### config.mk
export PLATFORM = sky130hd
export DESIGN_NAME = line_edit_buffer_with_cursor_flat
export DESIGN_NICKNAME = d
export VERILOG_FILES = /design/src/hdl/lebc_pkg.sv /design/src/hdl/lebc_if.sv /design/src/hdl/lebc_cell.sv /design/src/hdl/lebc_out_fifo.sv /design/src/hdl/line_edit_buffer_with_cursor.sv /design/src/flat_wrapper.sv
export SDC_FILE = /design/constraint.sdc
export NUM_CORES = 2
export LEC_CHECK = 0
export BUFFER_PORTS_ARGS = -buffer_cell sky130_fd_sc_hd__buf_2
export CAP_MARGIN = 20
export CORE_MARGIN = 2
export CORE_UTILIZATION = 52
export DETAILED_ROUTE_END_ITERATION = 8
export PLACE_DENSITY = 0.68
export SYNTH_ARGS = -nofsm -noshare
export SYNTH_HDL_FRONTEND = slang
export SYNTH_SLANG_ARGS = --single-unit
export TNS_END_PERCENT = 50
### constraint.sdc
create_clock -name clk_i -period 6.57 [get_ports clk_i]
set_clock_uncertainty 0.2 [all_clocks]
set_input_delay 0.9855 -clock clk_i [delete_from_list [all_inputs] [get_ports clk_i]]
set_output_delay 0.9855 -clock clk_i [all_outputs]
set_load 0.02 [all_outputs]
### src/hdl/lebc_pkg.sv
package lebc_pkg;

  // Buffer sizing.
  localparam int CAPACITY   = 128;
  localparam int LINE_MAX   = 100;
  localparam int LIMIT      = (CAPACITY < LINE_MAX) ? CAPACITY : LINE_MAX;

  // The ring of cells is padded up to whole 8-byte windows.
  localparam int LANES      = 8;
  localparam int NCELL      = ((LIMIT + LANES - 1) / LANES) * LANES;
  localparam int NWIN       = NCELL / LANES;
  localparam int POS_W      = $clog2(NCELL + 2);
  localparam int WIN_W      = $clog2(NWIN + 1);
  localparam int CHAR_W     = 7;

  // Printable range accepted by the type command.
  localparam logic [7:0] KEY_LO = 8'h20;
  localparam logic [7:0] KEY_HI = 8'h7E;

  // Field widths of the channels.
  localparam int FUNC_W     = 3;
  localparam int KEY_W      = 8;
  localparam int CHUNK_W    = 64;
  localparam int COUNT_W    = 4;

  typedef enum logic [FUNC_W-1:0] {
    FN_HOME  = 3'd0,
    FN_END   = 3'd1,
    FN_LEFT  = 3'd2,
    FN_RIGHT = 3'd3,
    FN_TYPE  = 3'd4,
    FN_ERASE = 3'd5,
    FN_PRINT = 3'd6
  } func_e;

  typedef enum logic [1:0] {
    CELL_HOLD,
    CELL_INSERT,
    CELL_DELETE,
    CELL_ROTATE
  } cell_op_e;

  typedef enum logic {
    ST_IDLE,
    ST_PRINT
  } state_e;

  // Command broadcast to every cell of the ring.
  typedef struct packed {
    cell_op_e           op;
    logic [CHAR_W-1:0]  key;
    logic [POS_W-1:0]   cursor;
  } cell_cmd_t;

  typedef struct packed {
    logic               ok;
    logic [CHUNK_W-1:0] text_chunk;
    logic [COUNT_W-1:0] chunk_count;
    logic               last;
  } result_t;

endpackage

### src/hdl/lebc_if.sv
// Command channel.
interface lebc_cmd_if;
  import lebc_pkg::*;
  logic              valid;
  logic              ready;
  logic [FUNC_W-1:0] func;
  logic [KEY_W-1:0]  key_code;

  modport source (output valid, output func, output key_code, input ready);
  modport sink   (input valid, input func, input key_code, output ready);
endinterface

// Result channel.
interface lebc_res_if;
  import lebc_pkg::*;
  logic               valid;
  logic               ready;
  logic               ok;
  logic [CHUNK_W-1:0] text_chunk;
  logic [COUNT_W-1:0] chunk_count;
  logic               last;

  modport source (output valid, output ok, output text_chunk, output chunk_count,
                  output last, input ready);
  modport sink   (input valid, input ok, input text_chunk, input chunk_count,
                  input last, output ready);
endinterface

### src/hdl/lebc_cell.sv
module lebc_cell
  import lebc_pkg::*;
(
  input  logic              clk_i,
  input  cell_cmd_t         cmd_i,
  input  logic [POS_W-1:0]  index_i,
  input  logic [CHAR_W-1:0] left_i,
  input  logic [CHAR_W-1:0] right_i,
  input  logic [CHAR_W-1:0] rot_i,
  output logic [CHAR_W-1:0] char_o
);

  logic [CHAR_W-1:0] char_q;
  logic [CHAR_W-1:0] char_d;
  logic [POS_W:0]    index_inc;

  assign index_inc = {1'b0, index_i} + (POS_W+1)'(1);

  // Each cell decides from its own index where its next character comes from.
  always_comb begin
    char_d = char_q;
    unique case (cmd_i.op)
      CELL_INSERT: begin
        if (index_i > cmd_i.cursor) begin
          char_d = left_i;
        end else if (index_i == cmd_i.cursor) begin
          char_d = cmd_i.key;
        end
      end
      CELL_DELETE: begin
        if (index_inc >= {1'b0, cmd_i.cursor}) begin
          char_d = right_i;
        end
      end
      CELL_ROTATE: char_d = rot_i;
      default:     char_d = char_q;
    endcase
  end

  // Character storage holds no reset value.
  always_ff @(posedge clk_i) begin
    char_q <= char_d;
  end

  assign char_o = char_q;

endmodule

### src/hdl/lebc_out_fifo.sv
module lebc_out_fifo
  import lebc_pkg::*;
(
  input  logic          clk_i,
  input  logic          rst_ni,
  input  logic          push_i,
  input  result_t       data_i,
  output logic          full_o,
  lebc_res_if.source    res_o
);

  result_t     ent_q [2];
  logic        wr_ptr_q;
  logic        rd_ptr_q;
  logic [1:0]  cnt_q;
  logic [1:0]  cnt_d;
  logic        pop;
  result_t     head;

  assign pop    = res_o.valid && res_o.ready;
  assign full_o = (cnt_q == 2'd2);
  assign head   = ent_q[rd_ptr_q];

  always_comb begin
    cnt_d = cnt_q;
    if (push_i && !pop) begin
      cnt_d = cnt_q + 2'd1;
    end else if (pop && !push_i) begin
      cnt_d = cnt_q - 2'd1;
    end
  end

  // Pointers and fill count.
  always_ff @(posedge clk_i or negedge rst_ni) begin
    if (!rst_ni) begin
      wr_ptr_q <= 1'b0;
      rd_ptr_q <= 1'b0;
      cnt_q    <= 2'd0;
    end else begin
      cnt_q <= cnt_d;
      if (push_i) begin
        wr_ptr_q <= !wr_ptr_q;
      end
      if (pop) begin
        rd_ptr_q <= !rd_ptr_q;
      end
    end
  end

  // Result storage.
  always_ff @(posedge clk_i) begin
    if (push_i) begin
      ent_q[wr_ptr_q] <= data_i;
    end
  end

  assign res_o.valid       = (cnt_q != 2'd0);
  assign res_o.ok          = head.ok;
  assign res_o.text_chunk  = head.text_chunk;
  assign res_o.chunk_count = head.chunk_count;
  assign res_o.last        = head.last;

endmodule

### src/hdl/line_edit_buffer_with_cursor.sv
// Edits (home, end, left, right, type, erase) are applied at acceptance; the result
// item is pushed into the output queue, whose registered head feeds the result port.
// Print steps through each 8-character window of the 104-cell ring, which rotates
// fully back, emitting one chunk per window in use.
// A two-entry output queue keeps commands flowing while results wait.
// Reset clears length, cursor, state and queue; the characters are not reset.
module line_edit_buffer_with_cursor
  import lebc_pkg::*;
(
  input  logic        clk_i,
  input  logic        rst_ni,
  lebc_cmd_if.sink    cmd_i,
  lebc_res_if.source  res_o
);

  state_e             state_q, state_d;
  logic [POS_W-1:0]   len_q, len_d;
  logic [POS_W-1:0]   cur_q, cur_d;
  logic [KEY_W-1:0]   sep_q, sep_d;
  logic [POS_W-1:0]   nbytes_q, nbytes_d;
  logic [WIN_W-1:0]   win_q, win_d;
  logic [CHAR_W-1:0]  prev_q, prev_d;

  logic [CHAR_W-1:0]  cell_char [NCELL];
  cell_cmd_t          cell_cmd;
  logic               fifo_full;
  logic               push;
  result_t            push_data;
  logic               accept;
  logic               emitting;
  logic [POS_W+3:0]   win_base;
  logic [POS_W+3:0]   rem;
  logic [COUNT_W-1:0] count;
  logic [CHUNK_W-1:0] chunk;
  logic               key_ok;

  assign cmd_i.ready = (state_q == ST_IDLE) && !fifo_full;
  assign accept      = cmd_i.valid && cmd_i.ready;
  assign key_ok      = (cmd_i.key_code >= KEY_LO) && (cmd_i.key_code <= KEY_HI);

  // Print window arithmetic.
  assign win_base = (POS_W+4)'(win_q) << 3;
  assign rem      = (POS_W+4)'(nbytes_q) - win_base;
  assign emitting = (win_q == '0) || (win_base < (POS_W+4)'(nbytes_q));
  assign count    = (rem >= (POS_W+4)'(LANES)) ? COUNT_W'(LANES) : COUNT_W'(rem);

  // Lane formatting: the separator shifts later characters up by one lane.
  always_comb begin
    logic [POS_W+3:0] p;
    chunk = '0;
    for (int j = 0; j < LANES; j++) begin
      p = win_base + (POS_W+4)'(j);
      if (COUNT_W'(j) < count) begin
        if (sep_q != '0 && p == (POS_W+4)'(cur_q)) begin
          chunk[8*j +: 8] = sep_q;
        end else if (sep_q != '0 && p > (POS_W+4)'(cur_q)) begin
          chunk[8*j +: 8] = (j == 0) ? {1'b0, prev_q} : {1'b0, cell_char[(j == 0) ? 0 : j-1]};
        end else begin
          chunk[8*j +: 8] = {1'b0, cell_char[j]};
        end
      end
    end
  end

  // Command decode and print sequencing.
  always_comb begin
    state_d       = state_q;
    len_d         = len_q;
    cur_d         = cur_q;
    sep_d         = sep_q;
    nbytes_d      = nbytes_q;
    win_d         = win_q;
    prev_d        = prev_q;
    cell_cmd.op     = CELL_HOLD;
    cell_cmd.key    = cmd_i.key_code[CHAR_W-1:0];
    cell_cmd.cursor = cur_q;
    push          = 1'b0;
    push_data.ok          = 1'b1;
    push_data.text_chunk  = '0;
    push_data.chunk_count = '0;
    push_data.last        = 1'b1;

    unique case (state_q)
      ST_IDLE: begin
        if (accept) begin
          push = 1'b1;
          unique case (cmd_i.func)
            FN_HOME:  cur_d = '0;
            FN_END:   cur_d = len_q;
            FN_LEFT: begin
              if (cur_q != '0) begin
                cur_d = cur_q - POS_W'(1);
              end
            end
            FN_RIGHT: begin
              if (cur_q < len_q) begin
                cur_d = cur_q + POS_W'(1);
              end
            end
            FN_TYPE: begin
              if (key_ok && len_q < POS_W'(LIMIT)) begin
                cell_cmd.op = CELL_INSERT;
                cur_d       = cur_q + POS_W'(1);
                len_d       = len_q + POS_W'(1);
              end else begin
                push_data.ok = 1'b0;
              end
            end
            FN_ERASE: begin
              if (cur_q != '0) begin
                cell_cmd.op = CELL_DELETE;
                cur_d       = cur_q - POS_W'(1);
                len_d       = len_q - POS_W'(1);
              end else begin
                push_data.ok = 1'b0;
              end
            end
            FN_PRINT: begin
              push     = 1'b0;
              sep_d    = cmd_i.key_code;
              nbytes_d = len_q + POS_W'(cmd_i.key_code != '0);
              win_d    = '0;
              state_d  = ST_PRINT;
            end
            default:  push_data.ok = 1'b0;
          endcase
        end
      end
      ST_PRINT: begin
        if (!emitting || !fifo_full) begin
          push                  = emitting;
          push_data.text_chunk  = chunk;
          push_data.chunk_count = count;
          push_data.last        = (rem <= (POS_W+4)'(LANES));
          cell_cmd.op           = CELL_ROTATE;
          prev_d                = cell_char[LANES-1];
          win_d                 = win_q + WIN_W'(1);
          if (win_q == WIN_W'(NWIN - 1)) begin
            state_d = ST_IDLE;
          end
        end
      end
      default: state_d = ST_IDLE;
    endcase
  end

  // Control state.
  always_ff @(posedge clk_i or negedge rst_ni) begin
    if (!rst_ni) begin
      state_q <= ST_IDLE;
      len_q   <= '0;
      cur_q   <= '0;
      win_q   <= '0;
    end else begin
      state_q <= state_d;
      len_q   <= len_d;
      cur_q   <= cur_d;
      win_q   <= win_d;
    end
  end

  // Print payload registers.
  always_ff @(posedge clk_i) begin
    sep_q    <= sep_d;
    nbytes_q <= nbytes_d;
    prev_q   <= prev_d;
  end

  // Ring of character cells; rotation moves whole 8-cell windows toward cell 0.
  for (genvar i = 0; i < NCELL; i++) begin : g_cell
    localparam int ROT_SRC = (i + LANES) % NCELL;
    logic [CHAR_W-1:0] left_char;
    logic [CHAR_W-1:0] right_char;

    if (i == 0) begin : g_first
      assign left_char = '0;
    end else begin : g_inner_l
      assign left_char = cell_char[i-1];
    end
    if (i == NCELL - 1) begin : g_last
      assign right_char = '0;
    end else begin : g_inner_r
      assign right_char = cell_char[i+1];
    end

    lebc_cell u_cell (
      .clk_i   (clk_i),
      .cmd_i   (cell_cmd),
      .index_i (POS_W'(i)),
      .left_i  (left_char),
      .right_i (right_char),
      .rot_i   (cell_char[ROT_SRC]),
      .char_o  (cell_char[i])
    );
  end

  lebc_out_fifo u_out_fifo (
    .clk_i  (clk_i),
    .rst_ni (rst_ni),
    .push_i (push),
    .data_i (push_data),
    .full_o (fifo_full),
    .res_o  (res_o)
  );

endmodule

### src/flat_wrapper.sv
// flat-port wrapper written by rule: the top's interface ports become plain ports
module line_edit_buffer_with_cursor_flat import lebc_pkg::*;
  (clk_i, rst_ni, cmd_i_valid, cmd_i_func, cmd_i_key_code, cmd_i_ready, res_o_valid, res_o_ok, res_o_text_chunk, res_o_chunk_count, res_o_last, res_o_ready);
  lebc_cmd_if cmd_i_i ();
  lebc_res_if res_o_i ();
  input  logic clk_i;
  input  logic rst_ni;
  input wire logic [$bits(cmd_i_i.valid)-1:0] cmd_i_valid;
  input wire logic [$bits(cmd_i_i.func)-1:0] cmd_i_func;
  input wire logic [$bits(cmd_i_i.key_code)-1:0] cmd_i_key_code;
  output wire logic [$bits(cmd_i_i.ready)-1:0] cmd_i_ready;
  output wire logic [$bits(res_o_i.valid)-1:0] res_o_valid;
  output wire logic [$bits(res_o_i.ok)-1:0] res_o_ok;
  output wire logic [$bits(res_o_i.text_chunk)-1:0] res_o_text_chunk;
  output wire logic [$bits(res_o_i.chunk_count)-1:0] res_o_chunk_count;
  output wire logic [$bits(res_o_i.last)-1:0] res_o_last;
  input wire logic [$bits(res_o_i.ready)-1:0] res_o_ready;
  assign cmd_i_i.valid = cmd_i_valid;
  assign cmd_i_i.func = cmd_i_func;
  assign cmd_i_i.key_code = cmd_i_key_code;
  assign cmd_i_ready = cmd_i_i.ready;
  assign res_o_valid = res_o_i.valid;
  assign res_o_ok = res_o_i.ok;
  assign res_o_text_chunk = res_o_i.text_chunk;
  assign res_o_chunk_count = res_o_i.chunk_count;
  assign res_o_last = res_o_i.last;
  assign res_o_i.ready = res_o_ready;
  line_edit_buffer_with_cursor u_core (.clk_i(clk_i), .rst_ni(rst_ni), .cmd_i(cmd_i_i), .res_o(res_o_i));
endmodule
After elaboration in Yosys (flattened, before gate mapping)
Memories as Yosys holds them, arrays and structs flattened.
Index checks and enable logic that the tools add are counted.
{ "word_totals": {"ff_bits": 773, "inputBits": 15, "output_inout_bits": 72, "mem_count": 1, "mem_bits_rw": 140, "wordCells": 1331} }
{ "mem_list": {"columns": ["name", "words", "width", "read_ports", "rd_ports_with_merged_regs", "wr", "line_no", "source"], "rows": [
  ["u_core.u_out_fifo.ent_q", 2, 70, 1, 0, 1, "lebc_out_fifo.sv:12", "result_t ent_q [2];"]
]} }
{ "classes": {"addsub": 16, "n_lt_le_gt_ge": 231, "muxes": 478, "eq_ne": 337, "n_bitwise": 1, "reduce_logical": 153} }
{ "ops": {"columns": ["op", "n"], "rows": [
  ["two-way mux 7 bit", 325],
  ["one-hot mux 7 bit (3 select lines)", 104],
  ["AND reduction 3 bit", 106],
  ["!= test 3 bit (second input constant)", 104],
  [">= comparator 7 bit (first input constant)", 41],
  ["== test 7 bit (first input constant)", 40],
  ["greater-than comparator 7 bit (first input constant)", 40],
  ["== test 6 x 7 -> 1 bit (first input constant)", 32],
  [">= comparator 6 x 7 -> 1 bit (first input constant)", 32],
  ["greater-than comparator 6 x 7 -> 1 bit (first input constant)", 32],
  ["!= test 2 bit (second input constant)", 106],
  ["two-way mux 69 bit", 2],
  ["two-way mux 8 bit", 16],
  ["== test 5 x 7 -> 1 bit (first input constant)", 16],
  [">= comparator 5 x 7 -> 1 bit (first input constant)", 16],
  ["greater-than comparator 5 x 7 -> 1 bit (first input constant)", 16],
  ["== test 11 x 7 -> 1 bit", 7],
  ["greater-than comparator 11 x 7 -> 1 bit", 7],
  ["== test 4 x 7 -> 1 bit (first input constant)", 8],
  [">= comparator 4 x 7 -> 1 bit (first input constant)", 8],
  ["greater-than comparator 4 x 7 -> 1 bit (first input constant)", 8],
  ["one-hot mux 7 bit (5 select lines)", 1],
  ["adder 7 x 3 -> 8 bit (second input constant)", 4],
  ["== test 3 x 7 -> 1 bit (first input constant)", 4],
  ["60 further kinds", 141]
]} }

Depth between registers and ports, before layout
{ "depth": {"depth_word": 10, "ltp_mapped": 13, "depth_no_buf": 11} }

Hierarchy
From an unflattened synthesis, not the netlist that was laid out.
{ "hier_totals": {"hier_cells": 10066, "hier_area_um2": 104232.5} }
{ "modules_own_cells": {"columns": ["mod", "area_each_um2", "n_inst", "cells_each", "seq_area_each_um2"], "rows": [
  ["lebc_cell at u_core.g_cell[100].u_cell ...", 904.6, 102, 89, 210.2],
  ["lebc_out_fifo", 5591.6, 1, 234, 4304.1],
  ["line_edit_buffer_with_cursor", 4596.9, 1, 568, 1136.1],
  ["lebc_cell at u_core.g_cell[6].u_cell", 903.4, 1, 88, 210.2],
  ["lebc_cell at u_core.g_cell[0].u_cell", 869.6, 1, 98, 210.2]
]} }

Worst setup path after synthesis
No wires, ideal clock.
{ "synth_path": {"kind": "input to register", "from": "in cmd_i_func[0]", "to": "mem u_core.u_out_fifo.ent_q[0][0] (netlist name) (enable)", "stages": 6, "slack_ps": 951, "n_path_buf": 1, "t_arrival_ps": 4913, "t_required_ps": 5863, "setup_time_ps": 507, "path_cell_list": "clkbuf_1 nor2b_1 nand2_1 nand3_1 a21oi_1 nor2b_1"} }
{ "synth_between": {"elab_chain_cells": 6} }
{ "synth_lines": {"columns": ["item", "line_no", "source"], "rows": [
  ["start, declared", "flat_wrapper.sv:9", "input wire logic [$bits(cmd_i_i.func)-1:0] cmd_i_func;"],
  ["== test 3 bit", "line_edit_buffer_with_cursor.sv:87", "unique case (cmd_i.func)"],
  ["two-way mux 1 bit", "line_edit_buffer_with_cursor.sv:87", null],
  ["two-way mux 1 bit", "line_edit_buffer_with_cursor.sv:85", "if (accept) begin"],
  ["one-hot mux 1 bit (2 select lines)", "line_edit_buffer_with_cursor.sv:83", "unique case (state_q)"],
  ["via u_core.push", "line_edit_buffer_with_cursor.sv:27", "logic push;"],
  ["two-way mux 1 bit", "lebc_out_fifo.sv:52", "if (push_i) begin"],
  ["two-way mux 1 bit (not written as such)", "lebc_out_fifo.sv:53", "ent_q[wr_ptr_q] <= data_i;"],
  ["end, declared", "lebc_out_fifo.sv:12", null]
]} }
The timed path passes the listed nets, and every way through them passes these cells.

Worst setup path in the final report
{ "layout_path": {"from": "reg u_core.cur_q[1]", "to": "reg u_core.g_cell[95].u_cell.char_q[0], data pin"} }
{ "layout_between": {"elab_chain_cells": 7, "word_cells_on_any_way": 11, "cone_classes": "order compare (1); eq/ne (3); mux (6); reduce/logical (1)"} }
{ "layout_lines": {"columns": ["item", "line_no", "source"], "rows": [
  ["start, declared", "line_edit_buffer_with_cursor.sv:18", "logic [POS_W-1:0] cur_q, cur_d;"],
  ["start signal, assigned", "line_edit_buffer_with_cursor.sv:157", "cur_q <= cur_d;"],
  ["nonzero test 7 bit", "line_edit_buffer_with_cursor.sv:110", "if (cur_q != '0) begin"],
  ["two-way mux 2 bit", "line_edit_buffer_with_cursor.sv:110", null],
  ["one-hot mux 2 bit (2 select lines)", "line_edit_buffer_with_cursor.sv:87", null],
  ["two-way mux 2 bit", "line_edit_buffer_with_cursor.sv:85", null],
  ["one-hot mux 2 bit (2 select lines)", "line_edit_buffer_with_cursor.sv:83", null],
  ["== test 2 bit or == test 2 x 1 -> 1 bit (tied branches)", "lebc_cell.sv:22", "unique case (cmd_i.op)"],
  ["one-hot mux 7 bit (3 select lines) (*)", "lebc_cell.sv:22", null],
  ["via u_core.g_cell[95].u_cell.char_d[0]", "lebc_cell.sv:14", "logic [CHAR_W-1:0] char_d;"],
  ["end signal, assigned", "lebc_cell.sv:42", "char_q <= char_d;"],
  ["end, declared", "lebc_cell.sv:13", "logic [CHAR_W-1:0] char_q;"]
]} }
Mark *: on every way through the listed nets, which the timed path passes. The rest lies on a longest branch.
A chain may end at the register's enable or synchronous reset.

==> run metrics <==
status completed; DR top layer met5; Internal 21.04 mW; Total Routing Usage GR 36.71%; Mapped Cells 4693; pwr/cell area 683.8 nW/µm²; drt first pass iters 7; Yosys top cell area share 49.49%; CTS buffer count 99; worst hold path type in -> async; Vias 45485; WL met2 87980 µm; top_reg_cell synth edfxtp_1; Seq. cell area 27310 µm²; unrepaired setup endpoints after global routing no; setup TNS 0 ps; Tmin final 4678 ps; Via-to-Cell Ratio 7.703; slowest stage delay, CP 730 ps; clk slew on worst S/H paths 60 ps; max-slew violations 0; multi-input logic area 24270 µm²; Worst path slowest cell and3_4; sw power 18.63 mW; Met1 Routed Length 75290 µm; Area growth syn-to-layout 7.419%; DRC viols 0; diodes inserted 0; final setup violating endpoints 0; Final Hold Fails 0; worst slew pin tran 1193 ps; final WL 203200 µm; reg2reg setup slack 1890 ps; CTS Hold Bufs 0; Nets 4497; Worst Setup Start Kind register; initial cell density of the core 52.33%; first-pass GRT wire length 293500 µm; die width 326.3 µm; vias in the first global route 42055; DP Wirelength 138000 µm; FP Rows 118; synth unique cells 82; cts repair resizes 0; fraction of layout cells with a size suffix above 1 11.20%; later-pin clock latency in the skew report 730 ps; IO Count 87; Iter 0 DRT Violations 8578; clock buffer depth 3; CTS tree yes; fin crit share 71.20%; leakage 20.65 nW; Port Buffer Count 86; die area 106400 µm²; CTS sink count 913; Synth Register Bits 913; combinational share of power 45.5%; Crit path required time 6800 ps; critical path data arrival time 4900 ps; Synth Warn # 0; CP Buf/Inv Count 3; sequential element share of the synthesized area 50.56%; post-route ant nets 0; syn avg cell area 11.51 µm²; initial antenna violation count 2; WL per Instance 34.41 µm; Post-synth EDFFs 890; Mapped Area 54000 µm²; Clock Power Share 13.9%; pin count of the biggest net entering global routing 230; Total Power 39.66 mW; WHS 63.58 ps; switch share 46.96%; Fmax 213.8 MHz; DR WL met3 26430 µm; gr ovfl total 0; critical path class reg -> reg; max_slew headroom 20.49%; Area contributors post-synth edfxtp_1 (49%), mux2i_1 (14%), a32oi_1 (12%), o21ai_1 (4.6%), o21ai_0 (3.0%); CP cell instances inv_1 > ha_1 > buf_4 > nor2b_1 > nand2_2 > and3_4 > a21o_4 > buf_12 > o21ai_0; Die Height 326.3 µm; Core ar. 103200 µm²; crit end category register; CTS H-tree depth 3; post-CTS setup buffer count 0; GP Congestion 1.019; sequential share of power 40.6%; CP max FO 163; async set-reset flop share out of synthesis 2.519%; maximum VDD drop 0.5728 mV; post-synth net total 4740; Layout fillers 8755; Max-cap violations 0; Synth area leader edfxtp_1; CP delay by family, top simple AND/OR/NAND/NOR gates; clock root cell clkbuf_16
-- stage by stage --
| stage | utilization (%) | instance area (µm²) | setup WS (ps) | instances |
|---|---|---|---|---|
| after global placement | 53.09 | 54790 | 1767 | 5714 |
| after detailed placement | 53.14 | 54840 | 1774 | 5720 |
| after global routing | 56.21 | 58010 | 1931 | 5905 |
| after floorplan | - | 54000 | 950.5 | 4693 |
| after CTS | 56.12 | 57920 | 2077 | 5896 |
| final | 56.21 | 58010 | 1892 | 5905 |
-- power by group through the flow --
stage               sequential (mW)  combinational [mW]  clock (mW)
detailed placement             15.8                17.3           0
CTS                            15.7                17.4        5.49
global placement               15.7                17.0           0
floorplan                      13.2                12.8           0
finish                         16.1                18.0        5.50
global route                   16.0                19.1        5.71
-- cell usage in the layout (no fill, tap or decap), types with 15 or more instances in the layout --
master / count
edfxtp_1: 890
mux2i_1: 772
a32oi_1: 718
o21ai_1: 497
o21ai_0: 319
nor2_1: 135
nand2_1: 123
clkbuf_16: 100
buf_4: 96
a21oi_1: 86
buf_2: 80
mux2_2: 70
a211oi_1: 53
nand3_1: 40
o221ai_1: 34
ha_1: 30
inv_1: 26
a221o_1: 25
a21oi_2: 23
clkinv_2: 22
clkbuf_1: 20
o211ai_1: 19
clkinv_1: 18
dfrtp_1: 18
nor3_1: 16
buf_12: 16
and3_1: 15
-- registers in the layout, summed over array words and instances (netlist names) --
name and flops:
u_core.prev_q 7, u_core.state_q 1, u_core.u_out_fifo.ent_q 140, u_core.len_q 7
u_core.u_out_fifo.rd_ptr_q 1, u_core.g_cell.u_cell.char_o 728, u_core.win_q 4, u_core.sep_q 8
u_core.nbytes_q 7, u_core.u_out_fifo.cnt_q 2, u_core.cur_q 7, u_core.u_out_fifo.wr_ptr_q 1
-- layout make-up --
cell class              count  area share, %
repair buffers            197          2.603
inverters                  31         0.2006
clock inverters            56         0.8585
multi-input cells        3208          41.83
well taps                1380          2.977
flip-flops and latches    913          47.08
clock buffers             120          4.443
-- cells by family (layout without fill, tap and decap cells) --
kind of cell	after synthesis	in the layout	synth area share, %
AOI/OAI and AO/OA	1892	1892	24.31
DFF	913	913	50.56
muxes	843	843	15.81
buffers and inverters	572	404	4.583
and+or+nand+nor	424	424	3.698
adders and majority gates	32	32	0.7693
xor gates and xnor gates	17	17	0.2757
-- synthesized netlist by cell type, types with 35 or more instances --
cell	count
edfxtp_1	890
mux2i_1	772
a32oi_1	718
o21ai_1	497
o21ai_0	319
clkbuf_1	307
buf_2	179
nor2_1	135
nand2_1	124
a21oi_1	86
mux2_2	70
a211oi_1	53
nand3_1	42
o221ai_1	35
-- final timing paths --
kind | depth (start not counted) | endpoint | start
max in group asynchronous | 1 | u_core.state_q | rst_ni
hold / removal | 1 | u_core.cur_q[6] | rst_ni
setup reg to reg | 9 | u_core.g_cell[95].u_cell.char_o[0] | u_core.cur_q[1]
setup / recovery | 9 | u_core.g_cell[95].u_cell.char_o[0] | u_core.cur_q[1]
hold reg to reg | 1 | u_core.u_out_fifo.cnt_q[1] | u_core.u_out_fifo.cnt_q[1]
min in group clk_i | 1 | u_core.u_out_fifo.cnt_q[1] | u_core.u_out_fifo.cnt_q[1]
-- per-layer routing --
| metal | track usage (%) | vias up |
|---|---|---|
| met5 | 0 | - |
| met4 | 19.57 | 2 |
| met3 | 7.900 | 757 |
| met2 | 54.27 | 3730 |
| met1 | 50.71 | 22249 |
| li1 | - | 18747 |
Note: power is estimated with default switching activity, not from simulation.
